--- src/angle_sector_decomposition_unit_defines.svh ---
// Assertion macros for the angle sector decomposition unit
`ifndef ANGLE_SECTOR_DECOMPOSITION_UNIT_DEFINES_SVH
`define ANGLE_SECTOR_DECOMPOSITION_UNIT_DEFINES_SVH
`ifndef SYNTHESIS
// Same-cycle implication, disabled during reset
`define ASDU_ASSERT_IMPLY(lbl, clk, rst, ante, cons) \
  lbl: assert property (@(posedge clk) disable iff (rst) (ante) |-> (cons)) \
    else $error("asdu: implication check failed");
// Delayed implication; the delay is the n argument
`define ASDU_ASSERT_DELAY(lbl, clk, rst, ante, n, cons) \
  lbl: assert property (@(posedge clk) disable iff (rst) (ante) |-> ##n (cons)) \
    else $error("asdu: delayed check failed");
`else
`define ASDU_ASSERT_IMPLY(lbl, clk, rst, ante, cons)
`define ASDU_ASSERT_DELAY(lbl, clk, rst, ante, n, cons)
`endif
`endif

--- src/asdu_pkg.sv ---
// Shared types, constants and coefficient tables for the angle sector unit
`timescale 1ns / 1ps
package asdu_pkg;

  localparam int COORD_WIDTH_DEF = 32;
  localparam int CFG_IDX_W       = 1;
  localparam int CFG_DATA_W      = 9;
  localparam int LEVEL_W         = 4;
  localparam int PAL_W           = 9;
  localparam int BITS_W          = 8;
  localparam int COLOUR_W        = 9;
  localparam int COEF_W          = 17;
  localparam int NUM_CELLS       = 5;
  localparam int ROT_CELLS       = 4;
  localparam int LATENCY         = 2 + 2 * NUM_CELLS;

  localparam logic [LEVEL_W-1:0] LEVEL_MIN   = 4'd1;
  localparam logic [LEVEL_W-1:0] LEVEL_MAX   = 4'd8;
  localparam logic [LEVEL_W-1:0] LEVEL_SWAP  = 4'd3;
  localparam logic [LEVEL_W-1:0] LEVEL_RESET = 4'd8;
  localparam logic [PAL_W-1:0]   PAL_RESET   = 9'd256;

  typedef enum logic [CFG_IDX_W-1:0] {
    CFG_SECTOR_LEVEL    = 1'b0,
    CFG_PALETTE_COLOURS = 1'b1
  } cfg_reg_t;

  // Control word that travels down the cell chain beside the coordinates
  typedef struct packed {
    logic                 valid;
    logic [BITS_W-1:0]    bits;
    logic [LEVEL_W-1:0]   level;
    logic                 plus_one;
  } ctl_t;

  // Coordinate bits actually used: 16 to 32
  function automatic int coord_eff(input int cw);
    int w;
    begin
      w = cw;
      if (w > 32) w = 32;
      if (w < 16) w = 16;
      return w;
    end
  endfunction

  // Q1.16 tangents of the half-wedge angles, one per cell
  function automatic logic [COEF_W-1:0] cell_tan(input int k);
    begin
      case (k)
        0:       return 17'd27146;
        1:       return 17'd13036;
        2:       return 17'd6455;
        3:       return 17'd3220;
        default: return 17'd1609;
      endcase
    end
  endfunction

  function automatic logic [COEF_W-1:0] cell_cos(input int k);
    begin
      case (k)
        0:       return 17'd46341;
        1:       return 17'd60547;
        2:       return 17'd64277;
        default: return 17'd65220;
      endcase
    end
  endfunction

  function automatic logic [COEF_W-1:0] cell_sin(input int k);
    begin
      case (k)
        0:       return 17'd46341;
        1:       return 17'd25080;
        2:       return 17'd12785;
        default: return 17'd6424;
      endcase
    end
  endfunction

endpackage

--- src/asdu_front.sv ---
// Entry stage: coordinate extraction, quadrant bits and 45 degree swap
`timescale 1ns / 1ps
module asdu_front #(
  parameter int COORD_WIDTH = asdu_pkg::COORD_WIDTH_DEF
) (
  input  logic                                            clk,
  input  logic                                            rst,
  input  logic                                            accept,
  input  logic signed [31:0]                              z_re,
  input  logic signed [31:0]                              z_im,
  input  logic [asdu_pkg::LEVEL_W-1:0]                    level,
  input  logic                                            plus_one,
  output asdu_pkg::ctl_t                                  ctl_out,
  output logic signed [asdu_pkg::coord_eff(COORD_WIDTH)+2:0] x_out,
  output logic signed [asdu_pkg::coord_eff(COORD_WIDTH)+2:0] y_out
);
  import asdu_pkg::*;

  localparam int IW = coord_eff(COORD_WIDTH);
  localparam int XW = IW + 3;

  logic signed [XW-1:0] xs, ys, ax, ay;
  logic [1:0]           quad;
  logic                 swap;
  ctl_t                 ctl_next;

  always_comb begin
    xs   = XW'($signed(z_re[IW-1:0]));
    ys   = XW'($signed(z_im[IW-1:0]));
    quad = {ys[XW-1], xs[XW-1]};
    ax   = xs[XW-1] ? -xs : xs;
    ay   = ys[XW-1] ? -ys : ys;
    swap = (level >= LEVEL_SWAP) && (ax < ay);
    ctl_next.valid    = accept;
    ctl_next.level    = level;
    ctl_next.plus_one = plus_one;
    ctl_next.bits     = (level >= LEVEL_SWAP) ? {5'b0, quad, swap} : {6'b0, quad};
  end

  always_ff @(posedge clk) begin
    if (rst) ctl_out <= '0;
    else ctl_out <= ctl_next;
    x_out   <= swap ? ay : ax;
    y_out   <= swap ? ax : ay;
  end

endmodule

--- config.mk ---
export PLATFORM = sky130hd
export DESIGN_NAME = asdu_front
export DESIGN_NICKNAME = d
export VERILOG_FILES = /design/src/angle_sector_decomposition_unit_defines.svh /design/src/asdu_pkg.sv /design/src/asdu_front.sv
export SDC_FILE = /design/constraint.sdc
export NUM_CORES = 1
export LEC_CHECK = 0
export BUFFER_PORTS_ARGS = -buffer_cell sky130_fd_sc_hd__buf_2
export CAP_MARGIN = 40
export CELL_PAD_IN_SITES_DETAIL_PLACEMENT = 0
export CELL_PAD_IN_SITES_GLOBAL_PLACEMENT = 1
export CORE_MARGIN = 1
export CORE_UTILIZATION = 34
export CTS_CLUSTER_SIZE = 10
export DETAILED_ROUTE_END_ITERATION = 10
export GPL_TIMING_DRIVEN = 0
export PLACE_DENSITY_LB_ADDON = 0.1
export SLEW_MARGIN = 20
export SYNTH_ARGS = -nofsm -noshare
export SYNTH_HDL_FRONTEND = slang
export SYNTH_SLANG_ARGS = --single-unit
--- constraint.sdc ---
create_clock -name clk -period 4.8 [get_ports clk]
set_input_delay 0.72 -clock clk [delete_from_list [all_inputs] [get_ports clk]]
set_output_delay 0.72 -clock clk [all_outputs]
set_load 0.01 [all_outputs]
# Word level (Yosys, flattened, before mapping)
# Cells that the tools add are included.
# totals
register_bits	84
in_bits	72
out_inout_bits	84
wordCells	19
# op_classes
n_addsub	2
order_cmp	2
muxes	5
n_bitwise	1
reduce_logical	2
# ops
operator	n
two-way mux 35 bit	4
negation 32 -> 35 bit	2
< comparator 35 bit	1
>= comparator 4 x 2 -> 1 bit (second input constant)	1
two-way mux 2 bit	1
OR reduction 2 bit	1
logical AND 1 bit	1
NOT 1 bit	1

# Logic depth before layout (Yosys ltp)
# Gate-level depths: netlist of run 1.
# logic_depth
ltp_word	5
mapped_depth	19
ltp_nobuf	16

# Worst setup path before layout of run 1
# No wires, ideal clock.
# synth_timing
path_type	input -> register
startpoint	in z_re[7]
endpoint	reg x_out[31] (netlist bit)
t_arrival_ns	4.776
t_required_ns	4.728
path_slack_ns	-0.047
path_stages	17
path_cell_list	or4_4 or3_1 buf_2 or4_4 o31ai_1 xor2_1 inv_1 ha_1 and4_1 nor4bb_1 nand2_1 o31ai_1 a2111oi_0 mux2i_1 buf_2 buf_2 mux2i_1
# synth_between
elab_chain_len	5
# synth_lines
item	line_no	rtl
from (decl)	asdu_front.sv:9	input logic signed [31:0] z_re,
negation 32 -> 35 bit	asdu_front.sv:31	ax = xs[XW-1] ? -xs : xs;
two-way mux 35 bit (*)	asdu_front.sv:31	
< comparator 35 bit	asdu_front.sv:33	swap = (level >= LEVEL_SWAP) && (ax < ay);
logical AND 1 bit	asdu_front.sv:33	
two-way mux 35 bit (*)	asdu_front.sv:43	x_out <= swap ? ay : ax;
to (signal assigned)	asdu_front.sv:43	
to (decl)	asdu_front.sv:14	output logic signed [asdu_pkg::coord_eff(COORD_WIDTH)+2:0] x_out,
# Every way passes the cells marked *; elsewhere a longest branch is shown, timed or not.
# A chain may end at the register's enable or synchronous reset.

# Worst setup path after layout of run 1
# layout_timing
startpoint	in z_re[7]
endpoint	reg x_out[20] (netlist bit)
# The elaborated chain is that of the path after synthesis.

==> key figures, run 1 <==
Logic synthesis
  • Synth warnings: 0
  • Sequential area share after synthesis: 35.3%
  • Synth Flop Type: dfxtp_1
  • Mean post-synth cell area: about 9.6 µm²
  • Leading area contributor after synthesis: dfxtp_1
  • Cells after Synth: approximately 470
  • Synthesized area: approximately 4500 µm²
  • Number of synthesized flops with an enable pin: 0
  • Synth cell types: 39
  • Async set-or-reset flop fraction in the synthesized netlist: 0%
  • Top post-synthesis cells by area: dfxtp_1, mux2i_1, xor2_1
  • Post-synth top area share: 35.3%
  • #FFs+latches synth: between 70 and 80

Routing
  • Met2 Routed Length: between 5 and 6 mm
  • DRC Markers: 0
  • Routed WL: 12.8 mm
  • Initial DRC count: 148
  • Top Metal Used: met4
  • Total iterations of the first detailed-routing run: 4
  • Wirelength per Cell: roughly 15 µm
  • Mean number of vias per cell: around 4.8
  • Met1 wire length: 5.89 mm
  • Met3 routed WL: roughly 700 µm
  • Routed via count: a little over 4k
  • Antenna Nets Post-Route: 0

Place
  • Hpwl dp: ~10 mm
  • Port Buffers: 150
  • DP Area: around 5500 µm²
  • Placer Congestion: 0.832
  • Placed cells: 802
  • Pre-CTS WS: -927 ps

Timing
  • Max-slew headroom: 43.0%
  • Worst-Margin Slew: between 800 and 900 ps
  • Setup violators final: 0
  • PnR worst setup slack: approximately 46 ps
  • Fin crit share: about 99%
  • Hold Vio Cnt, Final: 0
  • Minimum clock period: between 4000 and 5000 ps
  • RSZ-0062 raised after global routing: yes
  • Final slew viol count: 0
  • Fmax: about 0.21 GHz

CTS
  • H-tree depth: 3
  • Clk sinks: 79
  • Inserted Clock Buffers: 9
  • Worst-path clk slew: approximately 60 ps
  • Post-CTS Hold Fix Bufs: 0
  • Clk buf depth: 2
  • CTS tree: yes
  • Clock root cell: clkbuf_16

Setup path
  • Slowest stage cell, crit path: or4_4
  • CP Class: input port to register
  • Crit. Startpoint: z_re[7]
  • CP bufs+invs: 5
  • Cell repeated most along the worst path: buf_6
  • Crit path capture type: register
  • Worst-path maximum fanout: 10
  • CP max stage delay: 530 ps
  • CP arrival: between 5000 and 6000 ps
  • Worst Path Required: just over 5000 ps
  • Startpoint Class: input port
  • Stages on worst setup path: 18
  • Crit path max-delay family: simple AND/OR/NAND/NOR gates
  • Crit-path cells: buf_8 > or4_4 > or3_4 > buf_6 > or4_4 > o41ai_4 > xor2_1 > inv_1 > ha_1 > nand4_1 > nor4bb_4 > nand2_1 > o31ai_2 > a2111oi_2 > mux2i_2 > buf_6 > buf_6 > mux2i_1
  • Crit path to: x_out[20]$_DFF_P_

Power and ir drop
  • Sw Ratio: roughly 30%
  • Power Dens Cells: approximately 350 nW/µm²
  • Peak supply drop: 0.000131 V
  • Total power: approximately 0.0022 W
  • Combinational Power Share: roughly 31%
  • Clk pwr share: 32.7%
  • Psw: about 0.00066 W
  • Leak: approximately 3.1 nW
  • P_int: 0.00154 W
  • Register share of total power: between 30% and 40%

Global route
  • Tot GR Track Use: about a fifth
  • Largest net degree at the start of global routing: 14
  • Vias in the first global route: ~3.8k
  • Initial antenna violation count: 0
  • Gr ovfl total: 0
  • First-pass GRT wire length: about 19 mm

Cells and area
  • Fin nets: 764
  • Final core utilization: about half
  • Design Area, Final: about 6000 µm²
  • Fraction of final layout cells sized beyond drive strength 1: between 30% and 40%
  • Area Growth Syn to Fin: 37.9%
  • Fin cells: between 800 and 900
  • ANT cells: 0

Worst hold path
  • Min-delay worst type: input port to register
  • Hold Crit Start: plus_one

Floorplan
  • Die X: between 100 and 150 µm
  • Core footprint: 12,700 µm²
  • Starting Density: between 30% and 40%
  • Ports: 156
  • Die area: 13,700 µm²
  • Row count: between 40 and 50
  • Die H: ~120 µm

Status
  • Status: complete, no violations

Job
  • Number of max-cap violations: 0
-- registers in the layout, indices dropped and copies added (netlist names) --
register	flops
ctl_out	9
x_out	35
y_out	35
-- routing by layer --
| layer | track usage (%) | vias to the layer above |
|---|---|---|
| met2 | 31.2 | 115 |
| li1 | - | 2016 |
| met4 | 8.19 | 0 |
| met1 | 24.1 | 1881 |
| met3 | 4.22 | 15 |
| met5 | 0 | - |
-- kinds of logic (layout without fill, tap and decap cells) --
family	count (synthesis)	count (layout)	synth area share [%]
and+or+nand+nor	91	91	11.5
DFF	79	79	35.3
AOI/OAI and AO/OA	75	75	11.2
muxes	68	68	15.2
xor gates and xnor gates	58	58	11.3
buffers and inverters	56	237	5.30
adders and majority gates	36	36	10.0
other	2	17	0.167
-- Yosys cell counts, types with 2 or more instances --
cell type	number
buf_4	5
mux2i_1	68
nand2_1	26
nor4_1	4
nor3_1	6
a21oi_1	16
o41ai_1	8
nand3_1	6
a21o_1	3
nor2b_1	9
and4_1	2
or3_1	8
o31ai_1	18
xnor2_1	3
or4_4	3
or4_1	8
nand2b_1	3
o41ai_2	2
buf_1	2
nor3b_1	2
buf_2	7
conb_1	2
dfxtp_1	79
clkbuf_1	6
ha_1	36
nand4_1	5
xor2_1	55
nand3b_1	2
nor2_1	5
inv_1	36
o21ai_0	22
-- per-stage QoR --
| step | hold WS, ps | TNS (ps) |
|---|---|---|
| floorplan | 789 | -1860 |
| global placement | 930 | -51750 |
| detailed placement | 949 | -52050 |
| CTS | 590 | 0 |
| global route | 611 | -8310 |
| finish | 597 | 0 |
-- power by group through the flow --
stage / Combinational [W] / Clock (W) / Sequential [W]
final: 0.000687 / 0.000716 / 0.000789
after global routing: 0.000758 / 0.000760 / 0.000800
after CTS: 0.000645 / 0.000735 / 0.000791
after detailed placement: 0.000607 / 0 / 0.000803
after global placement: 0.000606 / 0 / 0.000801
after floorplan: 0.000308 / 0 / 0.000867
-- worst min-delay path by stage --
stage | endpoint | slack, ps | cells past startpoint
6_report | ctl_out[0]$_SDFF_PP0_ | 600 | 2
5_1_grt | ctl_out[0]$_SDFF_PP0_ | 610 | 2
4_1_cts | ctl_out[0]$_SDFF_PP0_ | 590 | 2
3_3_place_gp | ctl_out[0]$_SDFF_PP0_ | 930 | 2
3_5_place_dp | ctl_out[0]$_SDFF_PP0_ | 950 | 2
2_1_floorplan | ctl_out[5]$_SDFF_PP0_ | 790 | 1
-- placed cells by master (no fill, tap or decap), types with 3 or more instances in the layout --
cell / count
a21o_1: 3
a21oi_1: 16
buf_2: 148
buf_4: 20
buf_6: 5
clkbuf_1: 6
clkbuf_16: 11
conb_1: 17
dfxtp_1: 79
ha_1: 36
inv_1: 36
mux2i_1: 63
mux2i_2: 4
nand2_1: 26
nand3_1: 6
nand4_1: 5
nor2_1: 5
nor2b_1: 9
nor3_1: 6
nor4_1: 3
o21ai_0: 22
o31ai_1: 15
o31ai_2: 3
o41ai_1: 7
or3_1: 6
or4_1: 6
or4_4: 5
xnor2_1: 3
xor2_1: 55
-- what timing repair did --
| item | in CTS | in global routing |
|---|---|---|
| buffers inserted | 9 | 4 |
| gates resized for setup | 23 | 28 |
| pin swaps | 5 | 4 |
| endpoints found under the setup margin | 65 | 65 |
| gates cloned | 0 | 3 |
-- layout make-up --
| cell class | instances | area, µm² |
|---|---|---|
| buffer | 19 | 168 |
| clock buffer | 10 | 229 |
| clock inverter | 6 | 85.1 |
| fill | 1316 | 6540 |
| inverter | 36 | 135 |
| multi-input combinational | 345 | 2850 |
| sequential | 79 | 1580 |
| tap | 172 | 215 |
| timing repair buffer | 166 | 922 |
No activity file was read; power rests on OpenSTA's default activity.
==> inputs of run 2 (changes only) <==
Settings changed: ABC_AREA from default to 1, CORE_UTILIZATION 34 to 33.
==> key figures, run 2 <==
Logic synthesis
  • Sequential area share after synthesis: 28.3% (-7.0 points)
  • Mean post-synth cell area: 6.27 µm² (-35%)
  • Synthesized area: 5590 µm² (+25%)
  • Synth warnings: 0 (unchanged)
  • Post-synth top cells: nand2_1, inv_1, nor2_1, dfxtp_1, nand4_1
  • Async set-or-reset flop fraction in the synthesized netlist: 0% (unchanged)
  • Most common cell in the netlist: nand2_1
  • #FFs+latches synth: 79 (unchanged)
  • Cells after Synth: 891 (+92%)
  • Leading area contributor after synthesis: dfxtp_1
  • Number of synthesized flops with an enable pin: 0 (unchanged)
  • Synth cell types: 27 (-31%)
  • Post-synth top area share: 28.3% (-7.0 points)
  • Synth Flop Type: dfxtp_1
  • Top post-synthesis cells by area: dfxtp_1, nand2_1, nand4_1

Power and ir drop
  • Leak: 3.90 nW (+25%)
  • Clk pwr share: 32.8% (about the same)
  • Sw Ratio: 34.9% (+4.9 points)
  • Register share of total power: 34.5% (-1.5 points)
  • Peak supply drop: 0.000168 V (+28%)
  • Psw: 0.000808 W (+23%)
  • P_int: 0.00151 W (-1.7%)
  • Power Dens Cells: 332 nW/µm² (-6.5%)
  • Combinational Power Share: 32.8% (+1.5 points)

CTS
  • Clk sinks: 79 (unchanged)
  • Clock root cell: clkbuf_16
  • Post-CTS Hold Fix Bufs: 0 (unchanged)
  • CTS resizes: 0 (-100%)
  • CTS tree: yes
  • Inserted Clock Buffers: 9 (unchanged)
  • Clk buf depth: 2 (unchanged)
  • Worst-path clk slew: 60 ps (about the same)
  • H-tree depth: 3 (unchanged)
  • Post-CTS Setup Inserts: 0 (-9)

Floorplan
  • Die area: 17,500 µm² (+28%)
  • Row count: 47 (+15%)
  • Ports: 156 (unchanged)
  • Die H: 132 µm (+13%)
  • Die X: 132 µm (+13%)
  • Starting Density: 33.7% (-1.6 points)
  • Core footprint: 16,600 µm² (+30%)

Place
  • Placer Congestion: 0.919 (+11%)
  • Hpwl dp: 16.5 mm (+69%)
  • Pre-CTS WS: 423 ps (+1350 ps)
  • Port Buffers: 148 (-1.3%)

Routing
  • Mean number of vias per cell: 4.70 (-2.7%)
  • Routed via count: 6,069 (+51%)
  • Wirelength per Cell: 15.7 µm (+2.5%)
  • Total iterations of the first detailed-routing run: 5 (+1)
  • Routed WL: 20.2 mm (+59%)
  • Antenna Nets Post-Route: 0 (unchanged)
  • Initial DRC count: 383 (+160%)
  • DRC Markers: 0 (unchanged)

Timing
  • Setup TNS: 0 ps (unchanged)
  • RSZ-0062 raised after global routing: no
  • Hold Vio Cnt, Final: 0 (unchanged)
  • Final slew viol count: 0 (unchanged)
  • Minimum clock period: 4040 ps (-719 ps)
  • Setup violators final: 0 (unchanged)
  • PnR worst setup slack: 765 ps (+719 ps)
  • Worst-Margin Slew: 741 ps (-114 ps)
  • Max-slew headroom: 50.2% (+7.2 points)
  • Hold slack: 579 ps (-18.0 ps)
  • Fmax: 0.248 GHz (+18%)
  • Fin crit share: 84.1% (-15 points)

Global route
  • Gr ovfl total: 0 (unchanged)
  • Largest net degree at the start of global routing: 16 (+2)
  • Initial antenna violation count: 0 (unchanged)
  • Tot GR Track Use: 23.7% (+4.7 points)
  • Vias in the first global route: 5,517 (+46%)
  • First-pass GRT wire length: 31.2 mm (+62%)

Cells and area
  • ANT cells: 0 (unchanged)
  • Area Growth Syn to Fin: 25.1%
  • Biggest registers after layout: x_out (35), y_out (35), ctl_out (9)
  • Fin nets: 1,173 (+54%)
  • Most frequent cells in the layout: nand2_1, buf_2, inv_1
  • Fraction of final layout cells sized beyond drive strength 1: 17.9% (-15 points)
  • Most common cell after layout, fill and taps aside: nand2_1
  • Filler instances: 1,884 (+43%)

Setup path
  • Startpoint Class: input port
  • Worst Path Required: 5030 ps (-30 ps)
  • CP Class: input port to register
  • Worst-path maximum fanout: 10 (unchanged)
  • CP arrival: 4270 ps (-750 ps)
  • Crit path capture type: register

Worst hold path
  • Min-delay worst type: input port to register

Job
  • Number of max-cap violations: 0 (unchanged)

Status
  • Status: complete, no violations
run 2: changes by cell type after synthesis, sizes merged, moves of 9 or more:
| cell | previous run | this run |
|---|---|---|
| or4 | 11 | 0 |
| buf | 14 | 31 |
| nand2 | 26 | 303 |
| nand4 | 5 | 75 |
| nand3 | 6 | 36 |
| o31ai | 18 | 1 |
| nor2b | 9 | 0 |
| nor2 | 5 | 105 |
| inv | 36 | 107 |
| mux2i | 68 | 0 |
| o41ai | 10 | 0 |
| xor2 | 55 | 34 |
run 2: area by class of cell:
type / count / area, µm² / share of cell area (%)
repair buffers: 148 / 741 / 10.6
inverters: 107 / 402 / 5.75
flip-flops and latches: 79 / 1580 / 22.6
clock inverters: 7 / 103 / 1.47
clock buffers: 9 / 225 / 3.22
plain buffers: 43 / 250 / 3.58
well taps: 220 / 275 / 3.94
multi-input cells: 677 / 3410 / 48.8
run 2: cell families (layout without fill, tap and decap cells):
group                      after synthesis  count (layout)  synth area share, %
other                                    2              17                0.134
buffers and inverters                  150             314                 11.7
AOI/OAI and AO/OA                       48              48                 4.61
DFF                                     79              79                 28.3
adders and majority gates               36              36                 8.06
and+or+nand+nor                        538             538                 41.3
xor gates and xnor gates                38              38                 5.95
run 2: worst max-delay path, cell delays in order:
cell	delay (ps)
buf_2	120
inv_1	70
ha_1	200
nand2_1	130
nor2_1	310
nand3_1	170
o21ai_0	380
xor2_1	290
inv_1	90
ha_1	300
nand4_1	170
nor2_1	220
nand3_1	170
nor2_1	120
nor2_1	60
nand2_1	50
nand2_1	60
buf_2	190
buf_2	230
nand4_1	100
nand2_1	90
run 2: metal layers:
layer | vias to the layer above | global-route usage, % | part of all wire [%]
li1 | 3167 | - | -
met1 | 2678 | 33.7 | 49
met2 | 205 | 36.8 | 44
met3 | 19 | 4.15 | 5.7
met4 | 0 | 6.40 | 1.9
met5 | - | 0 | 0
run 2: power groups by stage:
| stage | combinational [W] | clock, W | sequential [W] |
|---|---|---|---|
| global placement | 0.000749 | 0 | 0.000813 |
| global route | 0.000853 | 0.000806 | 0.000808 |
| floorplan | 0.000394 | 0 | 0.000877 |
| finish | 0.000760 | 0.000760 | 0.000799 |
| detailed placement | 0.000747 | 0 | 0.000813 |
| CTS | 0.000751 | 0.000777 | 0.000801 |
run 2: final timing paths:
kind	cells past startpoint	from	to	slack [ps]
max	21	z_im[1]	y_out[13]$_DFF_P_	760
min	3	accept	ctl_out[13]$_SDFF_PP0_	580
run 2: metrics by stage:
stage          util [%]  area, µm²  power [W]  std cells
2_1_floorplan         -       5650    0.00127        906
3_3_place_gp       40.2       6660    0.00156       1274
3_5_place_dp       40.2       6660    0.00156       1274
4_1_cts            42.1       6990    0.00233       1290
5_1_grt            42.1       6990    0.00247       1290
6_report           42.1       6990    0.00232       1290
==> inputs of run 3 (changes only) <==
Settings changed: ABC_AREA 1 to 0, CORE_UTILIZATION 33 to 38.
Clock period 4.8 ns to 3.8 ns, I/O delays scaled along.
==> key figures, run 3 (synthesis gave the netlist of run 1 again) <==
Place
  • Port Buffers: 150 (+1.4%)
  • Placed cells: 773 (-39%)
  • Hpwl dp: 9.53 mm (-42%)
  • Placer Congestion: 0.853 (-7.2%)
  • Pre-CTS WS: -1520 ps (-1940 ps)

Cells and area
  • Most common cell after layout, fill and taps aside: buf_2
  • Fin nets: 781 (-33%)
  • Filler instances: 1,064 (-44%)
  • Most frequent cells in the layout: buf_2, dfxtp_1, mux2i_1
  • Biggest registers after layout: x_out (35), y_out (35), ctl_out (9)
  • Area Growth Syn to Fin: 43.4%
  • ANT cells: 0 (unchanged)
  • Fin cells: 820 (-36%)
  • Multi-input logic area: 2930 µm² (-14%)
  • Reg area: 1580 µm² (unchanged)
  • Fraction of final layout cells sized beyond drive strength 1: 35.7% (+18 points)

Worst hold path
  • Hold Path Depth: 2 (-1)
  • Hold endpoint: ctl_out[13]$_SDFF_PP0_
  • Min-delay worst type: input port to register
  • Hold Crit Start: accept

Setup path
  • Slowest stage cell, crit path: or4_4
  • Worst-path maximum fanout: 8 (-2)
  • CP Class: input port to register
  • Startpoint Class: input port
  • Crit-path cells: buf_6 > or4_4 > or3_4 > or4_4 > o41ai_4 > xor2_1 > inv_1 > ha_4 > and4_4 > nor4bb_4 > nand2_1 > o31ai_2 > a2111oi_2 > mux2i_1 > buf_4 > clkbuf_16 > mux2i_1
  • CP bufs+invs: 4 (-1)
  • CP max stage delay: 530 ps (+150 ps)
  • CP arrival: 4910 ps (+640 ps)
  • Crit path capture type: register
  • Crit path max-delay family: simple AND/OR/NAND/NOR gates
  • Worst Path Required: 4070 ps (-960 ps)

Floorplan
  • Core footprint: 11,500 µm² (-31%)
  • Ports: 156 (unchanged)
  • Die X: 111 µm (-16%)
  • Row count: 39 (-17%)
  • Die area: 12,200 µm² (-30%)
  • Die H: 111 µm (-16%)
  • Starting Density: 39.1% (+5.4 points)

Job
  • Number of max-cap violations: 0 (unchanged)

Global route
  • Tot GR Track Use: 21.5% (-2.3 points)
  • Vias in the first global route: 4,028 (-27%)
  • First-pass GRT wire length: 20.3 mm (-35%)
  • Largest net degree at the start of global routing: 14 (-2)
  • Initial antenna violation count: 0 (unchanged)
  • Gr ovfl total: 0 (unchanged)

Timing
  • Fin crit share: 122%
  • Max-slew headroom: 40.5% (-9.7 points)
  • Hold Vio Cnt, Final: 0 (unchanged)
  • Setup violators final: 65 (+65)
  • Fmax: approximately 0.22 GHz
  • RSZ-0062 raised after global routing: yes
  • Minimum clock period: between 4000 and 5000 ps
  • Worst-Margin Slew: 892 ps (+151 ps)
  • Final slew viol count: 0 (unchanged)
  • PnR worst setup slack: -837 ps (-1600 ps)

Power and ir drop
  • Peak supply drop: 0.000358 V (+110%)
  • Power Dens Cells: 445 nW/µm² (+34%)
  • Leak: 3.24 nW (-17%)

CTS
  • Inserted Clock Buffers: 9 (unchanged)
  • CTS tree: yes
  • Clock root cell: clkbuf_16
  • Clk buf depth: 2 (unchanged)
  • Clk sinks: 79 (unchanged)
  • H-tree depth: 3 (unchanged)
  • Worst-path clk slew: 60 ps (about the same)
  • Post-CTS Hold Fix Bufs: 0 (unchanged)

Routing
  • Routed via count: 4,098 (-32%)
  • Initial DRC count: 164 (-57%)
  • Wirelength per Cell: 16.2 µm (+3.2%)
  • Mean number of vias per cell: 5.00 (+6.2%)
  • Antenna Nets Post-Route: 0 (unchanged)
  • Total iterations of the first detailed-routing run: 4 (-1)
  • DRC Markers: 0 (unchanged)
  • Routed WL: 13.3 mm (-34%)

Status
  • Status: finished, violations left
  • Failing checks: negative setup slack
[run 3: cell types whose count changed in the layout (fill, tap and decap cells not counted), moves of 19 or more]
cell	delta
nand2_1	-277
nor2_1	-100
mux2i_1	+62
nand4_1	-70
nand3_1	-29
xor2_1	+20
buf_4	+19
inv_1	-71
[run 3: repair_timing]
action                                  4_1_cts  5_1_grt
cloned                                        2        3
endpoints found under the setup margin       65       65
resized for setup                            33       24
pin swaps                                    10        7
buffers inserted                             23        5
[run 3: metal layers]
metal  up-vias  part of all wire [%]  GRT usage (%)
met4         0                   2.8           8.71
li1       2052                     -              -
met1      1893                    45           26.5
met3        24                   5.5           5.71
met2       129                    47           35.3
met5         -                     0              0
[run 3: where the power goes]
part | leakage, nW | total [W] | internal (W) | switching [W]
combinational | 2.43 | 0.000956 | 0.000461 | 0.000495
sequential | 0.665 | 0.000997 | 0.000967 | 0.0000290
clock | 0.151 | 0.000913 | 0.000570 | 0.000344
[run 3: how the worst max path moves through the flow]
stage / from / end / slack (ps) / cells after the start
5_1_grt: z_re[7] / y_out[14]$_DFF_P_ / -1000 / 17
4_1_cts: z_re[7] / y_out[14]$_DFF_P_ / -740 / 18
3_5_place_dp: z_re[7] / y_out[10]$_DFF_P_ / -1520 / 18
2_1_floorplan: z_re[7] / x_out[31]$_DFF_P_ / -730 / 17
6_report: z_re[7] / y_out[15]$_DFF_P_ / -840 / 17
3_3_place_gp: z_re[7] / y_out[9]$_DFF_P_ / -1490 / 18
[run 3: layout make-up]
cell class	count	area share (%)
multi-input combinational	345	45.6
sequential	79	24.6
timing repair buffer	184	17.2
clock buffer	9	3.50
buffer	18	2.98
tap	143	2.78
inverter	36	2.10
clock inverter	6	1.34
[run 3: stage by stage]
| step | TNS (ps) | hold WS, ps | util [%] | power (W) | instance area (µm²) |
|---|---|---|---|---|---|
| 2_1_floorplan | -45770 | 639 | - | 0.00150 | 4590 |
| 3_3_place_gp | -91920 | 780 | 48.1 | 0.00179 | 5520 |
| 3_5_place_dp | -93020 | 802 | 48.1 | 0.00180 | 5520 |
| 4_1_cts | -43730 | 440 | 54.1 | 0.00281 | 6200 |
| 5_1_grt | -61440 | 452 | 56.1 | 0.00302 | 6430 |
| 6_report | -50650 | 440 | 56.1 | 0.00287 | 6430 |
